**config.mk**
```make
export PLATFORM = sky130hd
export DESIGN_NAME = ocl_cell
export DESIGN_NICKNAME = d
export VERILOG_FILES = /design/src/rtl/core/ocl_pkg.sv /design/src/rtl/core/ocl_cell.sv
export SDC_FILE = /design/constraint.sdc
export NUM_CORES = 2
export LEC_CHECK = 0
export BUFFER_PORTS_ARGS = -buffer_cell sky130_fd_sc_hd__buf_2
export CORE_AREA = 2 2 344 346
export CTS_CLUSTER_SIZE = 12
export DETAILED_ROUTE_END_ITERATION = 10
export DIE_AREA = 0 0 346 348
export GPL_ROUTABILITY_DRIVEN = 0
export GPL_TIMING_DRIVEN = 0
export PLACE_DENSITY = 0.58
export SLEW_MARGIN = 10
export SYNTH_ARGS = -nofsm -noshare
export SYNTH_HDL_FRONTEND = slang
export SYNTH_SLANG_ARGS = --single-unit
```
**constraint.sdc**
```tcl
create_clock -name aclk -period 16 [get_ports aclk]
set_clock_uncertainty 0.05 [all_clocks]
set_input_delay 1.6 -clock aclk [delete_from_list [all_inputs] [get_ports aclk]]
set_output_delay 1.6 -clock aclk [all_outputs]
set_load 0.1 [all_outputs]
```
**src/rtl/core/ocl_pkg.sv**
```systemverilog
// Types, widths and helpers shared by the octree cell locator.
`default_nettype none

package ocl_pkg;

    localparam int DEPTH_CAP  = 8;
    localparam int COORD_BITS = 32;
    localparam int CW         = (COORD_BITS < 32) ? COORD_BITS : 32;
    localparam int FB         = 16 + DEPTH_CAP;      // internal fraction bits
    localparam int RSH        = 30 - FB;             // radius product shift
    localparam int TGT_W      = 32 + DEPTH_CAP;
    localparam int NODE_W     = TGT_W + 1;
    localparam int HW_W       = 31 + DEPTH_CAP;
    localparam int PROD_W     = 47;
    localparam int SUM_W      = 48;
    localparam int RAD_W      = SUM_W - RSH;
    localparam int CMP_W      = RAD_W + 3;
    localparam int LVL_W      = 4;
    localparam int PATH_W     = 3 * DEPTH_CAP;
    localparam int NUM_CELLS  = DEPTH_CAP + 1;
    localparam int IN_W       = 432;
    localparam int OUT_W      = 32;

    typedef enum logic [2:0] {
        REG_ROOT_CX   = 3'd0,
        REG_ROOT_CY   = 3'd1,
        REG_ROOT_CZ   = 3'd2,
        REG_ROOT_HALF = 3'd3,
        REG_LOOSE     = 3'd4,
        REG_DEPTH     = 3'd5
    } cfg_reg_e;

    typedef logic signed [TGT_W-1:0]  tgt_t;
    typedef logic signed [NODE_W-1:0] node_t;
    typedef logic [RAD_W-1:0]         rad_t;

    typedef struct packed {
        logic [2:0][31:0] box_center;
        logic [2:0][31:0] pos;
        logic [2:0][30:0] half_size;
        logic [2:0][47:0] axis;
    } item_t;

    typedef struct packed {
        logic [2:0][31:0] center;
        logic [30:0]      half;
        logic             loose;
    } front_cfg_t;

    typedef struct packed {
        logic             loose;
        logic [LVL_W-1:0] depth;
    } cell_ctl_t;

    typedef struct packed {
        tgt_t  [2:0]       tgt;
        node_t [2:0]       node;
        rad_t  [2:0]       rad;
        logic [HW_W-1:0]   hw;
        logic [LVL_W-1:0]  level;
        logic [PATH_W-1:0] path;
        logic              done;
        logic              cause;
    } cell_data_t;

    // Sign-extend a 32-bit field, wrapped to CW bits.
    function automatic logic signed [31:0] wrap_coord(input logic [31:0] v);
        logic [31:0] t;
        t = v << (32 - CW);
        return $signed(t) >>> (32 - CW);
    endfunction

endpackage

`default_nettype wire

```
**src/rtl/core/ocl_cell.sv**
```systemverilog
// One level cell: straddle or fit test, octant pick, child node step.
`default_nettype none

module ocl_cell
    import ocl_pkg::*;
(
    input  wire logic       aclk,
    input  wire logic       aresetn,
    input  wire logic       en,
    input  wire cell_ctl_t  ctl,
    input  wire logic       in_valid,
    input  wire cell_data_t din,
    output logic            out_valid,
    output cell_data_t      dout
);

    logic                     valid_reg;
    cell_data_t               data_reg;
    cell_data_t               data_next;

    logic signed [CMP_W-1:0]  d     [3];
    logic signed [CMP_W-1:0]  absd  [3];
    logic signed [CMP_W-1:0]  rad_s [3];
    logic signed [CMP_W-1:0]  bound [3];
    logic [2:0]               fail;
    logic [2:0]               oct;
    logic [HW_W-1:0]          hw_half;
    logic signed [NODE_W-1:0] step;
    logic [PATH_W-1:0]        oct_ext;

    always_comb begin
        hw_half = din.hw >> 1;
        step    = $signed({{(NODE_W-HW_W){1'b0}}, hw_half});
        for (int a = 0; a < 3; a++) begin
            d[a]     = CMP_W'($signed(din.tgt[a])) - CMP_W'($signed(din.node[a]));
            absd[a]  = d[a][CMP_W-1] ? -d[a] : d[a];
            rad_s[a] = $signed({{(CMP_W-RAD_W){1'b0}}, din.rad[a]});
            // loose bound is twice the node half width less the radius
            bound[a] = $signed({{(CMP_W-HW_W-1){1'b0}}, din.hw, 1'b0}) - rad_s[a];
            fail[a]  = ctl.loose ? (absd[a] > bound[a]) : (absd[a] < rad_s[a]);
            oct[a]   = !d[a][CMP_W-1] && (d[a] != '0);
        end
        oct_ext   = PATH_W'(oct);
        data_next = din;
        if (!din.done) begin
            if (|fail) begin
                data_next.done  = 1'b1;
                data_next.cause = 1'b1;
            end else if (din.level >= ctl.depth) begin
                data_next.done  = 1'b1;
                data_next.cause = 1'b0;
            end else begin
                data_next.path  = din.path | (oct_ext << (6'(din.level) * 6'd3));
                data_next.hw    = hw_half;
                data_next.level = din.level + LVL_W'(1);
                for (int a = 0; a < 3; a++) begin
                    data_next.node[a] = oct[a] ? $signed(din.node[a]) + step
                                               : $signed(din.node[a]) - step;
                end
            end
        end
    end

    always_ff @(posedge aclk) begin
        if (!aresetn) begin
            valid_reg <= 1'b0;
        end else if (en) begin
            valid_reg <= in_valid;
        end
    end

    always_ff @(posedge aclk) begin
        if (en) begin
            data_reg <= data_next;
        end
    end

    assign out_valid = valid_reg;
    assign dout      = data_reg;

endmodule

`default_nettype wire

```
Word-level counts from Yosys, hierarchy flattened
Cells that the tools add are included.

cells by class
  bitwise operators = 1
  shifts and indexed selects = 1
  $lt $le $gt $ge = 7
  reduce and logical (&&, ||, !) cells = 11
  muxes and demuxes = 17
  multiply operators = 1
  divide/modulo/power cells = 0
  add/sub/neg operators = 16
  equality and inequality tests = 0

operators by type and width
  kind                                                                 count
  123-bit two-way mux                                                  3
  45-bit by 43-bit greater-than comparator with 1-bit output           3
  45-bit by 43-bit less-than comparator with 1-bit output              3
  45-bit two-way mux                                                   3
  42-bit negation with 45-bit output                                   3
  45-bit nonzero test                                                  3
  67-bit two-way mux                                                   2
  40-bit by 42-bit subtractor with 43-bit output                       3
  40-bit by 41-bit subtractor with 42-bit output                       3
  41-bit by 39-bit adder with 41-bit output                            3
  41-bit two-way mux                                                   3
  41-bit by 39-bit subtractor with 41-bit output                       3
  69-bit two-way mux                                                   1
  24-bit OR                                                            1
  3-bit by 6-bit left shift with 24-bit output                         1
  4-bit by 2-bit multiplier with 6-bit output (second input constant)  1
  4-bit by 1-bit adder with 4-bit output (second input constant)       1
  4-bit greater-or-equal comparator                                    1
  2-bit two-way mux                                                    2
  4-bit OR reduction                                                   1
  1-bit logical AND                                                    3
  1-bit zero test                                                      3
  1-bit two-way mux                                                    3
  3-bit OR reduction                                                   1

word-level totals
  memories = 0
  ROM bits = 0
  latch bits = 0
  register bits after elaboration = 439
  word-level logic and storage cells = 69
  RAM bits = 0
  output and inout port bits = 439

Logic depth before layout (Yosys ltp)
  depth in word-level cells = 8
  depth in mapped cells = 39
  gate-level depth less buffers = 37

Least setup slack after synthesis
No wires, ideal clock.

  path kind = in2reg
  start = input din[358] (netlist bit)
  end = register data_reg, in the netlist dout[273] (data pin)
  slack = 5,919 ps
  arrival = 9,764 ps
  path buffers = 1
  stages on the path = 35
  cells stage by stage = inv_1 ha_1 fa_1 nand2b_1 a21oi_1 o21ai_0 o31a_1 o31a_1 o21ai_0 xor2_1 nor4b_1 nand4_1 or4_1 o21ai_1 clkbuf_1 nand2_1 o21ai_0 ha_1 a21o_1 a21o_1 a2111oi_0 o31ai_1 o211ai_1 a31oi_1 o41ai_1 o211ai_1 a31oi_1 o21ai_0 o21a_1 nor2_1 o21bai_1 a31o_2 a21oi_1 xor2_1 o21ai_0

RTL lines
  item                    RTL line        source
  start: declaration      ocl_cell.sv:12  input wire cell_data_t din,
  end signal: assignment  ocl_cell.sv:74  data_reg <= data_next;
  end: declaration        ocl_cell.sv:18  cell_data_t data_reg;

==> results.txt <==
max-slew violations - 0
Yosys warnings - 0
CTS Hold Bufs - 0
most crowded layer after global routing - met2
sequential-to-total area share from yosys stat - 29.41%
final worst path period need - 12.91 ns
CTS clk-pin slew, worst paths - 0.06 ns
synthesized area - 44790 um2
maximum fanout along the worst path - 10
Setup-failing EPs final - 0
FMAX - 0.07745 GHz
register bit total from synthesis - 439
most frequent CP cell - o21ai_0
Crit. End Element - flip-flop
M1 GR Usage - 40.45%
Synth Instances - 5033
die width - 346 um
top_reg_cell synth - edfxtp_1
max incr delay on CP - 0.76 ns
pin count of the biggest net entering global routing - 111
core footprint - 117000 um2
clock sinks - 439
most common cell after layout, fill and taps aside - buf_2
worst vdd ir - 0.00009107 V
commonest non-fill, non-tap cells in the layout - buf_2 (888), ha_1 (617), edfxtp_1 (438), o21ai_0 (416)
final hold violations - 0
Layout area overhead - 18.33%
status - finished clean
PortBufs - 884
antenna violations before repair - 51
R2R Setup Slk - 15.35 ns
EDFF count, synth - 438
M3 GR Usage - 5.798%
critical path class - primary input to flip-flop
root buf cell - clkbuf_16
I/O pins - 886
layout cells sized above 1 - 18.47%
Syn Area/Cell - 8.900 um2
Pleak - 24.05 nW
sum of buffers and inverters on the critical path - 2
1st-pass router iterations - 6
transition time at the pin with the least slew margin - 1.372 ns
CTS H-tree lvls - 2
post-route ant nets - 0
Power per Cell Area - 110.2 nW/um2
first-pass GRT wire length - 276400 um
synth unique cells - 91
RSZ-0062 raised after global routing - false
worst path arrival time - 13.17 ns
Worst Path Required - 16.26 ns
ys async rst share - 0%
Worst setup SP type - primary input
post-CTS sizing - 0
Setup Total Neg Slack - 0 ns
final core utilization - 45.31%
routed wire length - 197900 um
met2 Use GR - 50.83%
DIE HEIGHT - 348 um
drt drc - 0
full die area - 120400 um2
nets@finish - 7057
number of buffers created by CTS - 53
Crit path max-delay family - compound AO/OA/AOI/OAI gates
row count - 126
drt wl/cell - 26.12 um
vias in the first global route - 40592
final worst-path cycle share - 80.70%
Iter 0 DRT Violations - 4054
Hold Crit Class - flip-flop to flip-flop
Vias - 43563
Via density - 5.749
Post-CTS Setup Inserts - 0
Remaining Overflow, GRT - 0
Worst slew margin - 8.504%
CTS tree - done
Initial Util - 38.29%
Clock Tree Buf Depth - 3
GRT Util Overall - 31.41%
clk_lat worst skew - 0.66 ns
critical path's slowest cell - nor4b_1
dpl hpwl - 164000 um
number of max-cap violations - 0
==> layout make-up <==
type | count | area [um2]
Timing Repair Buffer | 888 | 4544
Sequential cell | 439 | 13170
Multi-Input combinational cell | 4071 | 29620
Tap cell | 1536 | 1922
Clock inverter | 34 | 279.0
Buffer | 157 | 638.1
Clock buffer | 63 | 1385
Antenna cell | 16 | 40.04
Inverter | 374 | 1404
Fill cell | 11595 | 63980
==> worst min-delay path: stages (launching register included) <==
cell     delay, ns
dfxtp_1       0.33
mux2i_1       0.07
nor2b_1       0.09
==> flip-flops by register name (all words and copies together), names as in the netlist <==
| name | count |
|---|---|
| dout | 438 |
| out_valid | 1 |
==> worst paths after layout <==
path,startpoint,endpoint,cells past startpoint
max,din[236],dout[275]$_DFFE_PP_,35
min,out_valid$_SDFFE_PN0P_,out_valid$_SDFFE_PN0P_,2
max reg2reg,out_valid$_SDFFE_PN0P_,out_valid$_SDFFE_PN0P_,2
min reg2reg,out_valid$_SDFFE_PN0P_,out_valid$_SDFFE_PN0P_,2
==> logic make-up after synthesis <==
family	after synthesis	synth area share (%)
compound gates	1519	21.31
buf+inv	531	4.556
fa+ha+maj	629	17.70
simple gates	1316	14.79
flops	439	29.41
mux	61	1.721
xor+xnor	537	10.50
other cells	1	0.008372
==> through the flow <==
stage / instances / power, mW / cell area, um2 / hold WS, ns / setup slack [ns]
6_report: 7578 / 5.843 / 53000 / 0.4744 / 3.088
5_1_grt: 7571 / 6.173 / 52980 / 0.5474 / 2.308
4_1_cts: 7562 / 5.829 / 52950 / 0.4832 / 3.379
3_5_place_dp: 7465 / 4.610 / 51290 / 0.4650 / 2.709
3_3_place_gp: 7461 / 4.593 / 51170 / 0.4476 / 2.840
2_1_floorplan: 5041 / 3.779 / 44820 / 0.9307 / 5.919
==> routing by layer <==
| metal | routed length, um | share of wire (%) |
|---|---|---|
| met1 | 81820 | 41 |
| met2 | 89200 | 45 |
| met3 | 16090 | 8.1 |
| met4 | 10680 | 5.4 |
| met5 | 124 | 0.063 |
==> cell usage after synthesis (24+ instances only) <==
cell	n	area share, %
ha_1	617	17
edfxtp_1	438	29
o21ai_0	416	4.6
a21oi_1	373	4.2
inv_1	373	3.1
nand2_1	302	2.5
nor2_1	302	2.5
xnor2_1	293	5.7
xor2_1	244	4.8
a21o_1	195	3.3
clkbuf_1	135	1.1
nand3_1	102	1.1
nor3_1	98	1.1
nand2b_1	92	1.3
nand4_1	76	1.1
nor2b_1	71	0.99
o21a_1	64	1.1
a31oi_1	61	0.85
or3_1	53	0.74
o21bai_1	48	0.80
a211oi_1	44	0.74
nor4_1	44	0.61
and3_1	42	0.59
o31ai_1	40	0.67
o211ai_1	38	0.64
a31o_2	33	0.65
mux2_2	32	0.80
o21ai_1	31	0.35
and2_1	28	0.39
or2_2	28	0.39
mux2_4	24	0.80
==> where the power goes <==
group	internal, mW	total, mW	switching (mW)
Clock	0.654	1.20	0.543
Sequential	1.38	1.41	0.0366
Combinational	0.998	3.23	2.23
Power figures use the tool's default switching activity.
